[config.mk]
export PLATFORM = sky130hd
export DESIGN_NAME = adaptive_binarize_bitpack_flat
export DESIGN_NICKNAME = d
export VERILOG_FILES = /design/src/hw/rtl/abb_pkg.sv /design/src/hw/rtl/abb_if.sv /design/src/hw/rtl/abb_front.sv /design/src/hw/rtl/abb_queue.sv /design/src/hw/rtl/abb_back.sv /design/src/hw/rtl/adaptive_binarize_bitpack.sv /design/src/flat_wrapper.sv
export SDC_FILE = /design/constraint.sdc
export NUM_CORES = 1
export LEC_CHECK = 0
export CAP_MARGIN = 20
export CORE_MARGIN = 1.5
export CORE_UTILIZATION = 45
export DETAILED_ROUTE_END_ITERATION = 8
export DONT_BUFFER_PORTS = 1
export SYNTH_ARGS = -nofsm -noshare
export SYNTH_HDL_FRONTEND = slang
export SYNTH_HIERARCHICAL = 1
export SYNTH_SLANG_ARGS = --single-unit
[constraint.sdc]
create_clock -name clk -period 8.1 [get_ports clk]
set_clock_uncertainty 0.2 [all_clocks]
set_input_delay 0.81 -clock clk [delete_from_list [all_inputs] [get_ports clk]]
set_output_delay 0.81 -clock clk [all_outputs]
set_load 0.01 [all_outputs]
[src/hw/rtl/abb_pkg.sv]
// ----------------------------------------------------------------------------
// abb_pkg: shared types and constants of the adaptive binarizer
// Configuration layout, queue entry and fixed arithmetic constants.
// ----------------------------------------------------------------------------
package abb_pkg;

  localparam int unsigned PIXEL_W  = 8;
  localparam int unsigned MEAN_W   = 16;
  localparam int unsigned SHIFT_W  = 3;
  localparam int unsigned PCT_W    = 7;

  // Register indexes on the configuration channel
  typedef enum logic [1:0] {
    REG_ENABLE            = 2'd0,
    REG_AVG_SHIFT         = 2'd1,
    REG_THRESHOLD_PERCENT = 2'd2,
    REG_INITIAL_LEVEL     = 2'd3
  } cfg_index_t;

  typedef struct packed {
    logic                 enable;
    logic [SHIFT_W-1:0]   avg_shift;
    logic [PCT_W-1:0]     threshold_percent;
    logic [PIXEL_W-1:0]   initial_level;
  } cfg_t;

  localparam logic               ENABLE_RESET  = 1'b1;
  localparam logic [SHIFT_W-1:0] SHIFT_RESET   = 3'd5;
  localparam logic [PCT_W-1:0]   PCT_RESET     = 7'd15;
  localparam logic [PIXEL_W-1:0] LEVEL_RESET   = 8'd30;
  localparam logic [MEAN_W-1:0]  MEAN_RESET    = 16'(LEVEL_RESET) << SHIFT_RESET;

  // Tone curve: square and scale below the knee, saturate to white from the knee up
  localparam logic [PIXEL_W-1:0] KNEE          = 8'd150;
  localparam logic [PIXEL_W-1:0] WHITE         = 8'hFF;
  // floor(x / 150) == (x * RECIP_KNEE) >> RECIP_SHIFT for x < 28728
  localparam logic [14:0]        RECIP_KNEE    = 15'd27963;
  localparam int unsigned        RECIP_SHIFT   = 22;

  localparam logic [PCT_W-1:0]   PCT_FULL      = 7'd100;
  localparam logic [MEAN_W-1:0]  MEAN_MAX      = 16'hFFFF;

  // One entry of the front-to-back queue
  typedef struct packed {
    logic               fs;      // reload mean and clear packer first
    logic               pix;     // pixel takes part in binarization
    logic [PIXEL_W-1:0] pixel;   // tone-mapped pixel
  } q_item_t;

  typedef struct packed {
    logic full;
    logic empty;
  } q_status_t;

endpackage

[src/hw/rtl/abb_if.sv]
// ----------------------------------------------------------------------------
// abb_if: handshake channels of the adaptive binarizer
// Pixel input, packed byte output and configuration write channels.
// ----------------------------------------------------------------------------
interface abb_pix_if;
  logic       valid;
  logic       ready;
  logic [7:0] pixel;
  logic       frame_start;

  modport source (output valid, output pixel, output frame_start, input ready);
  modport sink   (input valid, input pixel, input frame_start, output ready);
endinterface

interface abb_byte_if;
  logic       valid;
  logic       ready;
  logic [7:0] packed_byte;

  modport source (output valid, output packed_byte, input ready);
  modport sink   (input valid, input packed_byte, output ready);
endinterface

interface abb_cfg_if;
  logic                valid;
  logic                ready;
  abb_pkg::cfg_index_t index;
  logic [7:0]          data;

  modport source (output valid, output index, output data, input ready);
  modport sink   (input valid, input index, input data, output ready);
endinterface

[src/hw/rtl/abb_front.sv]
// ----------------------------------------------------------------------------
// abb_front: pixel intake and tone mapping
// Accepts pixels, drops those with no effect, maps the rest and queues them.
// ----------------------------------------------------------------------------
module abb_front (
  input  logic              clk,
  input  logic              rst,
  input  logic              enable,
  abb_pix_if.sink           pixels,
  input  abb_pkg::q_status_t q_status,
  output logic              push,
  output abb_pkg::q_item_t  push_item
);
  import abb_pkg::*;

  // Stage 1: square
  logic         s1_valid;
  logic         s1_fs;
  logic         s1_pix;
  logic         s1_knee;
  logic [15:0]  s1_sq;
  // Stage 2: scale by 1/150
  logic         s2_valid;
  q_item_t      s2_item;

  logic         s1_adv;
  logic         accept;
  logic         keep;
  logic [29:0]  scaled;

  assign push          = s2_valid && !q_status.full;
  assign s1_adv        = !s2_valid || push;
  assign pixels.ready  = !s1_valid || s1_adv;
  assign accept        = pixels.valid && pixels.ready;
  // a disabled pixel without frame start changes nothing: drop it here
  assign keep          = enable || pixels.frame_start;
  assign scaled        = 30'(s1_sq[14:0]) * 30'(RECIP_KNEE);
  assign push_item     = s2_item;

  always_ff @(posedge clk) begin
    if (rst) begin
      s1_valid <= 1'b0;
      s2_valid <= 1'b0;
    end else begin
      if (pixels.ready) begin
        s1_valid <= accept && keep;
      end
      if (s1_adv) begin
        s2_valid <= s1_valid;
      end
    end
  end

  always_ff @(posedge clk) begin
    if (pixels.ready) begin
      s1_fs   <= pixels.frame_start;
      s1_pix  <= enable;
      s1_knee <= pixels.pixel >= KNEE;
      s1_sq   <= 16'(pixels.pixel) * 16'(pixels.pixel);
    end
    if (s1_adv) begin
      s2_item.fs    <= s1_fs;
      s2_item.pix   <= s1_pix;
      s2_item.pixel <= s1_knee ? WHITE : scaled[RECIP_SHIFT +: PIXEL_W];
    end
  end

endmodule

[src/hw/rtl/abb_queue.sv]
// ----------------------------------------------------------------------------
// abb_queue: short FIFO between front and back
// Holds mapped pixels so the front keeps accepting while the back stalls.
// ----------------------------------------------------------------------------
module abb_queue #(
  parameter int unsigned DEPTH = 4
) (
  input  logic               clk,
  input  logic               rst,
  input  logic               push,
  input  abb_pkg::q_item_t   push_item,
  input  logic               pop,
  output abb_pkg::q_item_t   head,
  output abb_pkg::q_status_t status
);
  import abb_pkg::*;

  localparam int unsigned PTR_W = (DEPTH > 1) ? $clog2(DEPTH) : 1;
  localparam int unsigned CNT_W = $clog2(DEPTH + 1);
  localparam logic [PTR_W-1:0] PTR_LAST = PTR_W'(DEPTH - 1);
  localparam logic [CNT_W-1:0] CNT_FULL = CNT_W'(DEPTH);

  q_item_t          mem [DEPTH];
  logic [PTR_W-1:0] wr_ptr;
  logic [PTR_W-1:0] rd_ptr;
  logic [CNT_W-1:0] count;

  assign head         = mem[rd_ptr];
  assign status.full  = count == CNT_FULL;
  assign status.empty = count == '0;

  always_ff @(posedge clk) begin
    if (push) begin
      mem[wr_ptr] <= push_item;
    end
  end

  always_ff @(posedge clk) begin
    if (rst) begin
      wr_ptr <= '0;
      rd_ptr <= '0;
      count  <= '0;
    end else begin
      if (push) begin
        wr_ptr <= (wr_ptr == PTR_LAST) ? '0 : wr_ptr + 1'b1;
      end
      if (pop) begin
        rd_ptr <= (rd_ptr == PTR_LAST) ? '0 : rd_ptr + 1'b1;
      end
      if (push && !pop) begin
        count <= count + 1'b1;
      end else if (pop && !push) begin
        count <= count - 1'b1;
      end
    end
  end

endmodule

[src/hw/rtl/abb_back.sv]
// ----------------------------------------------------------------------------
// abb_back: running mean, threshold compare and bit packer
// Pops queued pixels, updates the mean, decides each bit and packs bytes.
// ----------------------------------------------------------------------------
module abb_back (
  input  logic               clk,
  input  logic               rst,
  input  abb_pkg::cfg_t      cfg_regs,
  input  abb_pkg::q_item_t   head,
  input  abb_pkg::q_status_t q_status,
  output logic               pop,
  abb_byte_if.source         bytes
);
  import abb_pkg::*;

  logic [MEAN_W-1:0]  mean_sum;
  logic [MEAN_W-1:0]  mean_sum_next;
  logic [MEAN_W-1:0]  reload;
  logic [MEAN_W-1:0]  base;
  logic [MEAN_W:0]    sum_wide;
  logic [MEAN_W-1:0]  updated;

  // Stage A: mean updated
  logic               a_valid;
  logic               a_fs;
  logic               a_pix;
  logic [PIXEL_W-1:0] a_pixel;
  logic [MEAN_W-1:0]  a_avg;

  // Stage B: bit decided
  logic               b_valid;
  logic               b_fs;
  logic               b_pix;
  logic               b_bit;

  logic [PCT_W-1:0]   pct_keep;
  logic [22:0]        thr_scaled;
  logic [14:0]        pix_scaled;

  logic [PIXEL_W-1:0] bit_buffer;
  logic [PIXEL_W-1:0] bit_buffer_next;
  logic [2:0]         bit_position;
  logic [2:0]         bit_position_next;
  logic [PIXEL_W-1:0] byte_val;
  logic               emit;

  logic               out_valid;
  logic [PIXEL_W-1:0] out_byte;
  logic               adv;

  // whole back end holds while a finished byte waits
  assign adv               = !out_valid || bytes.ready;
  assign pop               = adv && !q_status.empty;
  assign bytes.valid       = out_valid;
  assign bytes.packed_byte = out_byte;

  always_comb begin
    reload   = 16'(cfg_regs.initial_level) << cfg_regs.avg_shift;
    base     = head.fs ? reload : mean_sum;
    sum_wide = 17'(base) - 17'(base >> cfg_regs.avg_shift) + 17'(head.pixel);
    updated  = sum_wide[MEAN_W] ? MEAN_MAX : sum_wide[MEAN_W-1:0];
    mean_sum_next = mean_sum;
    if (pop) begin
      if (head.pix) begin
        mean_sum_next = updated;
      end else if (head.fs) begin
        mean_sum_next = reload;
      end
    end
  end

  // pixel > floor(Y / 100)  <=>  100 * pixel > Y
  always_comb begin
    pct_keep   = (cfg_regs.threshold_percent > PCT_FULL) ? '0
                                                         : PCT_FULL - cfg_regs.threshold_percent;
    thr_scaled = 23'(a_avg) * 23'(pct_keep);
    pix_scaled = 15'(a_pixel) * 15'(PCT_FULL);
  end

  always_comb begin
    bit_buffer_next   = bit_buffer;
    bit_position_next = bit_position;
    byte_val          = bit_buffer;
    emit              = 1'b0;
    if (b_valid) begin
      if (b_fs) begin
        bit_buffer_next   = '0;
        bit_position_next = '0;
      end
      if (b_pix) begin
        if (b_bit) begin
          bit_buffer_next[~bit_position_next] = 1'b1;
        end
        byte_val = bit_buffer_next;
        if (bit_position_next == 3'd7) begin
          emit              = 1'b1;
          bit_buffer_next   = '0;
          bit_position_next = '0;
        end else begin
          bit_position_next = bit_position_next + 3'd1;
        end
      end
    end
  end

  always_ff @(posedge clk) begin
    if (rst) begin
      mean_sum     <= MEAN_RESET;
      a_valid      <= 1'b0;
      b_valid      <= 1'b0;
      bit_buffer   <= '0;
      bit_position <= '0;
      out_valid    <= 1'b0;
    end else if (adv) begin
      mean_sum     <= mean_sum_next;
      a_valid      <= pop;
      b_valid      <= a_valid;
      bit_buffer   <= bit_buffer_next;
      bit_position <= bit_position_next;
      out_valid    <= emit;
    end
  end

  always_ff @(posedge clk) begin
    if (adv) begin
      a_fs    <= head.fs;
      a_pix   <= head.pix;
      a_pixel <= head.pixel;
      a_avg   <= updated >> cfg_regs.avg_shift;
      b_fs    <= a_fs;
      b_pix   <= a_pix;
      b_bit   <= 23'(pix_scaled) > thr_scaled;
      if (emit) begin
        out_byte <= byte_val;
      end
    end
  end

endmodule

[src/hw/rtl/adaptive_binarize_bitpack.sv]
// ----------------------------------------------------------------------------
// adaptive_binarize_bitpack: running-mean binarizer with MSB-first bit packer
// Top level: configuration registers, front, queue and back end.
// ----------------------------------------------------------------------------
// Usage:
//   pixels : one luminance byte per transfer, frame_start on a frame's first
//            pixel (reloads the mean from initial_level and drops any partial
//            byte, even while disabled).
//   bytes  : one packed byte per eight enabled pixels, first pixel in bit 7.
//   cfg    : register writes (enable, avg_shift, threshold_percent,
//            initial_level); always ready. Write only while the block is idle.
// Throughput: one pixel per cycle sustained while bytes.ready keeps up; the mean
//   update is a single add-and-saturate that feeds back into the mean register.
// Path: the eighth pixel of a byte passes the two tone-mapping stages, the queue,
//   the mean stage and the compare stage; the byte is then registered as valid.
// Stall: while a byte waits on bytes.ready the back end holds; the front keeps
//   taking pixels until the queue (QUEUE_DEPTH entries) and its two stages fill.
// Reset: registers go to their defaults, mean to 960, packer empty, no byte
//   pending; the block takes pixels in the cycle after reset.
// ----------------------------------------------------------------------------
module adaptive_binarize_bitpack #(
  parameter int unsigned QUEUE_DEPTH = 4
) (
  input  logic       clk,
  input  logic       rst,
  abb_pix_if.sink    pixels,
  abb_byte_if.source bytes,
  abb_cfg_if.sink    cfg
);
  import abb_pkg::*;

  cfg_t      cfg_regs;
  q_item_t   push_item;
  q_item_t   head;
  q_status_t q_status;
  logic      push;
  logic      pop;

  // Configuration writes are never held off
  assign cfg.ready = 1'b1;

  always_ff @(posedge clk) begin
    if (rst) begin
      cfg_regs.enable            <= ENABLE_RESET;
      cfg_regs.avg_shift         <= SHIFT_RESET;
      cfg_regs.threshold_percent <= PCT_RESET;
      cfg_regs.initial_level     <= LEVEL_RESET;
    end else if (cfg.valid) begin
      case (cfg.index)
        REG_ENABLE:            cfg_regs.enable            <= cfg.data[0];
        REG_AVG_SHIFT:         cfg_regs.avg_shift         <= cfg.data[SHIFT_W-1:0];
        REG_THRESHOLD_PERCENT: cfg_regs.threshold_percent <= cfg.data[PCT_W-1:0];
        REG_INITIAL_LEVEL:     cfg_regs.initial_level     <= cfg.data;
        default: ;
      endcase
    end
  end

  // Front: take pixels, drop disabled ones without frame start, tone-map the rest
  abb_front u_front (
    .clk       (clk),
    .rst       (rst),
    .enable    (cfg_regs.enable),
    .pixels    (pixels),
    .q_status  (q_status),
    .push      (push),
    .push_item (push_item)
  );

  // Decouple front from back
  abb_queue #(
    .DEPTH (QUEUE_DEPTH)
  ) u_queue (
    .clk       (clk),
    .rst       (rst),
    .push      (push),
    .push_item (push_item),
    .pop       (pop),
    .head      (head),
    .status    (q_status)
  );

  // Back: mean, threshold and packing; advance only when output can move
  abb_back u_back (
    .clk      (clk),
    .rst      (rst),
    .cfg_regs (cfg_regs),
    .head     (head),
    .q_status (q_status),
    .pop      (pop),
    .bytes    (bytes)
  );

  // No push into a full queue
  a_no_overflow: assert property (@(posedge clk) disable iff (rst)
    push |-> !q_status.full)
    else $error("queue push while full");

  // No pop from an empty queue
  a_no_underflow: assert property (@(posedge clk) disable iff (rst)
    pop |-> !q_status.empty)
    else $error("queue pop while empty");

  // A pushed item is in the queue the cycle after
  a_push_lands: assert property (@(posedge clk) disable iff (rst)
    push && !pop |=> !q_status.empty)
    else $error("pushed item not held in queue");

endmodule

[src/flat_wrapper.sv]
// flat-port wrapper written by rule: the top's interface ports become plain ports
module adaptive_binarize_bitpack_flat import abb_pkg::*;
#(
  parameter int unsigned QUEUE_DEPTH = 4
)
  (clk, rst, pixels_valid, pixels_pixel, pixels_frame_start, pixels_ready, bytes_valid, bytes_packed_byte, bytes_ready, cfg_valid, cfg_index, cfg_data, cfg_ready);
  abb_pix_if pixels_i ();
  abb_byte_if bytes_i ();
  abb_cfg_if cfg_i ();
  input  logic clk;
  input  logic rst;
  input wire logic [$bits(pixels_i.valid)-1:0] pixels_valid;
  input wire logic [$bits(pixels_i.pixel)-1:0] pixels_pixel;
  input wire logic [$bits(pixels_i.frame_start)-1:0] pixels_frame_start;
  output wire logic [$bits(pixels_i.ready)-1:0] pixels_ready;
  output wire logic [$bits(bytes_i.valid)-1:0] bytes_valid;
  output wire logic [$bits(bytes_i.packed_byte)-1:0] bytes_packed_byte;
  input wire logic [$bits(bytes_i.ready)-1:0] bytes_ready;
  input wire logic [$bits(cfg_i.valid)-1:0] cfg_valid;
  input wire logic [$bits(cfg_i.index)-1:0] cfg_index;
  input wire logic [$bits(cfg_i.data)-1:0] cfg_data;
  output wire logic [$bits(cfg_i.ready)-1:0] cfg_ready;
  assign pixels_i.valid = pixels_valid;
  assign pixels_i.pixel = pixels_pixel;
  assign pixels_i.frame_start = pixels_frame_start;
  assign pixels_ready = pixels_i.ready;
  assign bytes_valid = bytes_i.valid;
  assign bytes_packed_byte = bytes_i.packed_byte;
  assign bytes_i.ready = bytes_ready;
  assign cfg_i.valid = cfg_valid;
  assign cfg_i.index = cfg_index;
  assign cfg_i.data = cfg_data;
  assign cfg_ready = cfg_i.ready;
  adaptive_binarize_bitpack #(.QUEUE_DEPTH(QUEUE_DEPTH)) u_core (.clk(clk), .rst(rst), .pixels(pixels_i), .bytes(bytes_i), .cfg(cfg_i));
endmodule
==> impl_metrics.json, run 1 <==
{
  "run_status": "completed",
  "tritoncts": "done",
  "global_route.usage.total": 0.203,
  "share_of_the_synthesized_area_in_compound_gates_ao_oa_aoi_oai": 0.118,
  "tns_ps": 0,
  "placedInstanceArea_um2": 19800,
  "worst-slew-pin-transition_ps": 1030,
  "cts-buffers-inserted": 17,
  "ys_top_cells_by_area": "fa_1 20%, ha_1 16%, edfxtp_1 16%, inv_1 6.7%, dfxtp_1 6.2%",
  "yosys.area_share.simple": 0.131,
  "worst_ep_required_time_ps": 8090,
  "startpoint_type": "flip-flop",
  "unrepaired_setup_endpoints_after_global_routing": "false",
  "row_count": 75,
  "post_cts.repair.setup_buffers": 0,
  "hold_start": "u_core/u_front/s1_fs",
  "residual_antenna_violating_net_count_after_detailed_routing": 0,
  "port_buffers": 0,
  "dp_hpwl_um": 35700,
  "end_kind": "flip-flop",
  "min_path_cells": 0,
  "grt_antenna_before_repair": 3,
  "post_route_cells_drive_above_1_share": 0.0504,
  "ctsHtreeMaxLevel": 4,
  "yosys_most_used_dff": "edfxtp_1",
  "synth_top_cell_by_area": "fa_1",
  "arrival_time_worst_endpoint_ps": 7350,
  "portion_of_the_post_synthesis_area_used_by_sequential_elements": 0.224,
  "synth_top_cell_area_share": 0.196,
  "cts.root.buffer_cell": "clkbuf_16",
  "first_pass_drt_iterations": 5,
  "ys_types": 84,
  "drcViolationCount": 0,
  "hold_viol": 0,
  "synth.yosys.warnings": 6,
  "clk_transition_reported_paths_ps": 80,
  "cts_sinks": 164,
  "via_count": 13800,
  "flow.area_growth_from_synthesis_pct": 5.75,
  "worst_skew_pair.late_latency_ps": 440,
  "postLayoutCellArea_um2": 20400,
  "ctsLongestPathBuffers": 2,
  "finalMaxSlewViolations": 0,
  "post-route-util": 0.484,
  "route.detailed.wl_per_inst_um": 17.3,
  "finalWirelength_um": 43600,
  "synth_top_family_by_area": "adder cells",
  "core_region_area_um2": 42100,
  "ctsResizeCount": 0,
  "async_reset_ff_frac": 0,
  "initial_core_util": 0.458,
  "fp.dieW_um": 210,
  "grt_max_degree": 70,
  "grt_pass1_vias": 14000,
  "max_slew_margin": 0.313,
  "setup_viol": 0,
  "post_synth_mux_area_share": 0.0575,
  "dp_slack_ps": 791,
  "synthAdderAreaFrac": 0.360,
  "max_cap_viols": 0,
  "ioPinCount": 35,
  "die_area_um2": 44100,
  "worstPathMaxFanout": 9,
  "finalWorstPathRequiredPeriod_ps": 7360,
  "global_route.overflow_total": 0,
  "die_height_um": 210,
  "synth_edf_count": 104,
  "grt_first_pass_wirelength_um": 71500,
  "max_clock_freq_ghz": 0.136,
  "timing.setup.critical_path_class": "flip-flop to flip-flop",
  "ys_seq_elements": 164,
  "post_synth_xor_area_fraction": 0.0272,
  "worst-r2r-cell-count": 25,
  "r2r_start": "u_core/cfg_regs[8]",
  "worst_r2r_endpoint": "u_core/u_back/b_bit",
  "holdBufCountCts": 0,
  "hp-class": "flip-flop to flip-flop",
  "drt_iter0_markers": 801,
  "netlist_area_um2": 19300,
  "finalWorstSetupSlack_ps": 743,
  "whs_endpoint": "u_core/u_front/push_item[9]",
  "synth_nets": 2471,
  "r2r_setup_slack_ps": 740,
  "syn-instance-count": 2006,
  "routabilityCongestion": 0.858,
  "avgSynthCellArea_um2": 9.62,
  "routed_via_density": 5.46,
  "finish.net_count": 2438,
  "min_period_over_period": 0.908
}
routing by layer:
layer  vias to the layer above  track usage  wire length (um)
li1                       6668            -                 -
met1                      6835        0.279             20400
met2                       254        0.341             20900
met3                        44       0.0270              1610
met4                         2       0.0474               648
met5                         -            0                13
synth_stat cells (7+ instances only):
library cell,instances
nand3_1,20
a21o_1,28
o22ai_1,7
fa_1,189
o211ai_1,15
edfxtp_1,104
o21a_1,9
clkbuf_1,39
buf_1,8
nor2_1,129
nor2b_1,26
xor2_1,24
and2_1,110
a221o_1,7
nand4_1,8
nand2_1,119
dfxtp_1,60
mux2i_1,59
a211oi_1,17
a22oi_1,8
buf_2,10
inv_1,345
a21oi_1,103
nor3_1,16
mux4_2,17
o21ai_0,62
xnor2_1,36
mux2_2,12
ha_1,252
nand2b_1,30
and3_1,13
worst max-delay path: stages, from the launching register on:
cell,delay [ps]
dfxtp_1,340
o21ai_0,230
nor3b_1,470
nor2_1,150
nor2_1,470
and2_1,230
fa_1,440
fa_1,470
fa_1,550
inv_1,60
fa_1,530
inv_1,40
ha_1,360
and2_1,200
or4_1,450
o211ai_1,300
nand2b_1,90
a21oi_1,180
xor2_1,100
ha_1,300
nand4_1,110
a2111oi_0,410
nor4_1,90
o21ai_0,100
nor4_1,70
and4_1,180
cell families after synthesis:
| group | after synthesis |
|---|---|
| and+or+nand+nor | 503 |
| adders and majority gates | 441 |
| buffers and inverters | 412 |
| AOI/OAI and AO/OA | 337 |
| DFF | 164 |
| muxes | 88 |
| xor gates and xnor gates | 60 |
| other | 1 |
flip-flops by register name, indices dropped and copies added (netlist names), 2 cells and up, named ones only:
| name | count |
|---|---|
| u_core/u_back/a_avg | 16 |
| u_core/cfg_regs | 19 |
| u_core/u_front/push_item | 10 |
| u_core/u_front/s1_sq | 14 |
| u_core/u_back/a_pixel | 8 |
| u_core/u_queue/count | 3 |
| u_core/u_queue/mem | 40 |
| u_core/u_back/bit_position | 3 |
| u_core/u_back/bytes.packed_byte | 8 |
| u_core/u_queue/rd_ptr | 2 |
| u_core/u_queue/wr_ptr | 2 |
| u_core/u_back/bit_buffer | 8 |
| u_core/u_back/mean_sum | 16 |
area by class of cell:
type	instances	area [um^2]
Fill cell	3958	21700
Multi-Input combinational cell	1430	13400
Sequential cell	164	4320
Clock inverter	15	204
Antenna cell	2	5.00
Timing Repair Buffer	12	90.1
Inverter	348	1310
Tap cell	539	674
Clock buffer	17	425
cell usage in the layout, fill, tap and decap left out, types with 36 or more instances in the layout:
cell type	instances
nand2_1	119
ha_1	252
o21ai_0	62
xnor2_1	36
edfxtp_1	104
mux2i_1	59
fa_1	189
a21oi_1	103
and2_1	110
nor2_1	129
dfxtp_1	60
inv_1	345
per-stage QoR:
stage	hold WS (ps)	cells
2_1_floorplan	200	2006
3_3_place_gp	201	2493
3_5_place_dp	206	2493
4_1_cts	207	2525
5_1_grt	206	2527
6_report	222	2527
how the worst max path moves through the flow:
stage	from	endpoint	slack, ps	depth (start not counted)
floorplan	u_core/cfg_regs[8]	u_core/u_back/b_bit	1270	28
global placement	u_core/cfg_regs[8]	u_core/u_back/b_bit	900	27
detailed placement	u_core/cfg_regs[8]	u_core/u_back/b_bit	790	25
CTS	u_core/cfg_regs[8]	u_core/u_back/b_bit	740	25
global route	u_core/cfg_regs[8]	u_core/u_back/b_bit	130	25
finish	u_core/cfg_regs[8]	u_core/u_back/b_bit	740	25
Power of run 1 is left out: the tool's default activity adds up to more than one toggle a clock period on the data nets, which glitch-free logic cannot reach.
==> run 2, diff against run 1 <==
CELL_PAD_IN_SITES_DETAIL_PLACEMENT = 2   (was not set)
CELL_PAD_IN_SITES_GLOBAL_PLACEMENT = 2   (was not set)
CORE_MARGIN = not set   (was 1.5)
CORE_UTILIZATION = 43   (was 45)
PLACE_DENSITY_LB_ADDON = 0.1   (was not set)
SYNTH_HIERARCHICAL = not set   (was 1)
==> run 2 against run 1 <==
- die area increased by 1.3%
- largest cell class unchanged
- core utilization down 2.0 points
- critical path type unchanged
- setup slack got worse by 120 ps
- design area down 1.8%
- maximum frequency shrank 1.6%
- hold slack got worse by 7.7 ps
- non-clock buffer count grew 6
==> impl_metrics.json, run 2 <==
{
  "run_status": "completed",
  "cts.root.buffer_cell": "clkbuf_16",
  "drt_iter0_markers": 510,
  "flow.area_growth_from_synthesis_pct": 6.26,
  "worst-slew-pin-transition_ps": 867,
  "core_region_area_um2": 43200,
  "synth_edf_count": 104,
  "routed_via_density": 5.56,
  "largest_register": "u_core.u_queue.mem",
  "tns_ps": 0,
  "unrepaired_setup_endpoints_after_global_routing": "false",
  "syn-instance-count": 1953,
  "startpoint_type": "flip-flop",
  "via_count": 14000,
  "die_area_um2": 44700,
  "max_clock_freq_ghz": 0.134,
  "first_element_of_the_critical_path": "u_core.cfg_regs[8]",
  "synth_top_cell_area_share": 0.201,
  "yosys_most_used_dff": "edfxtp_1",
  "grt_first_pass_wirelength_um": 88100,
  "post_cts.repair.setup_buffers": 0,
  "worst-r2r-cell-count": 28,
  "row_count": 76,
  "r2r_setup_slack_ps": 620,
  "arrival_time_worst_endpoint_ps": 7550,
  "finish.net_count": 2392,
  "cts_sinks": 164,
  "critPathMostFrequentCell": "fa_1",
  "finalWirelength_um": 54400,
  "whs_endpoint": "u_core.cfg_regs[5]",
  "global_route.overflow_total": 0,
  "clk_transition_reported_paths_ps": 70,
  "grt_pass1_vias": 16000,
  "route.detailed.wl_per_inst_um": 21.5,
  "worstPathMaxFanout": 9,
  "end_kind": "flip-flop",
  "hp-class": "input port to flip-flop",
  "tritoncts": "done",
  "residual_antenna_violating_net_count_after_detailed_routing": 0,
  "min_path_cells": 1,
  "timing.critical_path.slowest_cell_delay_ps": 550,
  "synth_nets": 2417,
  "hold_start": "rst",
  "cts-buffers-inserted": 17,
  "synth_top_cells_by_count": "290 x inv_1, 251 x ha_1, 189 x fa_1",
  "r2r_start": "u_core.cfg_regs[8]",
  "antennaDiodeCount": 0,
  "ys_seq_elements": 164,
  "largest_register_ff_count": 40,
  "routabilityCongestion": 0.855,
  "global_route.usage.total": 0.255,
  "ctsHtreeMaxLevel": 4,
  "worst_r2r_endpoint": "u_core.u_back.b_bit",
  "synthMostInstantiatedCell": "inv_1",
  "netlist_area_um2": 18900,
  "worst_ep_required_time_ps": 8180,
  "portion_of_the_post_synthesis_area_used_by_sequential_elements": 0.229,
  "max_slew_margin": 0.416,
  "mostFrequentLayoutCells": "290 x inv_1, 251 x ha_1, 189 x fa_1",
  "worst_skew_pair.late_latency_ps": 470,
  "min_period_over_period": 0.923,
  "die_height_um": 211,
  "initial_core_util": 0.437,
  "finalHoldWorstSlack_ps": 214,
  "cp_slowest_cell": "fa_1",
  "synth.yosys.warnings": 0,
  "first_pass_drt_iterations": 5,
  "timing.setup.critical_path_class": "flip-flop to flip-flop",
  "biggestRegsByFlops": "u_core.u_queue.mem x40, u_core.cfg_regs x19",
  "fp.dieW_um": 211,
  "ys_top_cells_by_area": "fa_1 20%, ha_1 17%, edfxtp_1 17%, dfxtp_1 6.4%, inv_1 5.8%",
  "setup_viol": 0,
  "async_reset_ff_frac": 0,
  "hold_viol": 0,
  "finalWorstPathRequiredPeriod_ps": 7480,
  "most_frequent_standard_cell_in_the_layout_excluding_fill_and_tap_cells": "inv_1",
  "finalMaxSlewViolations": 0,
  "ioPinCount": 35,
  "post_route_cells_drive_above_1_share": 0.0531,
  "dp_hpwl_um": 44300,
  "ys_types": 80,
  "avgSynthCellArea_um2": 9.66,
  "synth_top_cell_by_area": "fa_1",
  "ctsLongestPathBuffers": 2,
  "drcViolationCount": 0,
  "grt_antenna_before_repair": 0,
  "port_buffers": 0,
  "max_cap_viols": 0,
  "grt_max_degree": 59
}
[run 2: logic make-up after synthesis]
kind of cell | after synthesis | share of synthesized area
DFF | 164 | 0.229
AOI/OAI and AO/OA | 331 | 0.112
buffers and inverters | 355 | 0.0717
adders and majority gates | 440 | 0.367
xor gates and xnor gates | 61 | 0.0283
and+or+nand+nor | 526 | 0.141
other | 1 | 0.000199
muxes | 75 | 0.0505
[run 2: how the worst max path moves through the flow]
stage / endpoint / slack, ps / cells after the start
finish: u_core.u_back.b_bit / 620 / 28
global route: u_core.u_back.b_bit / 30 / 28
CTS: u_core.u_back.b_bit / 320 / 28
detailed placement: u_core.u_back.b_bit / 330 / 28
global placement: u_core.u_back.b_bit / 710 / 28
floorplan: u_core.u_back.b_bit / 1220 / 28
[run 2: stage by stage]
stage | std cells | worst slack, ps | cell area [um^2] | util
floorplan | 1953 | 1220 | 18900 | -
global placement | 2494 | 705 | 19500 | 0.451
detailed placement | 2494 | 331 | 19500 | 0.451
CTS | 2526 | 319 | 20000 | 0.464
global route | 2526 | 27.5 | 20000 | 0.464
finish | 2526 | 624 | 20000 | 0.464
[run 2: final cells by class]
class / count / area, um^2
Clock buffer: 18 / 429
Tap cell: 585 / 732
Sequential cell: 164 / 4330
Inverter: 293 / 1100
Multi-Input combinational cell: 1434 / 13200
Clock inverter: 14 / 120
Timing Repair Buffer: 18 / 135
Fill cell: 4687 / 23100
[run 2: critical path, delay by kind of cell (launching register included)]
family	cells	cell delay, ps
fa+ha+maj	6	2650
flops	1	320
xor+xnor	1	160
buf+inv	2	100
simple gates	11	2050
compound gates	8	1800
[run 2: timing repair]
item,CTS,global route
resized for setup,0,4
setup endpoints to repair,0,1
hold buffers,0,0
[run 2: layer usage]
metal	global-route usage	vias up	wire, um
li1	-	6558	-
met1	0.315	7285	23800
met2	0.467	136	28500
met3	0.0286	55	1020
met4	0.0710	0	1100
met5	0	-	0
Power of run 2 is left out for the same reason.
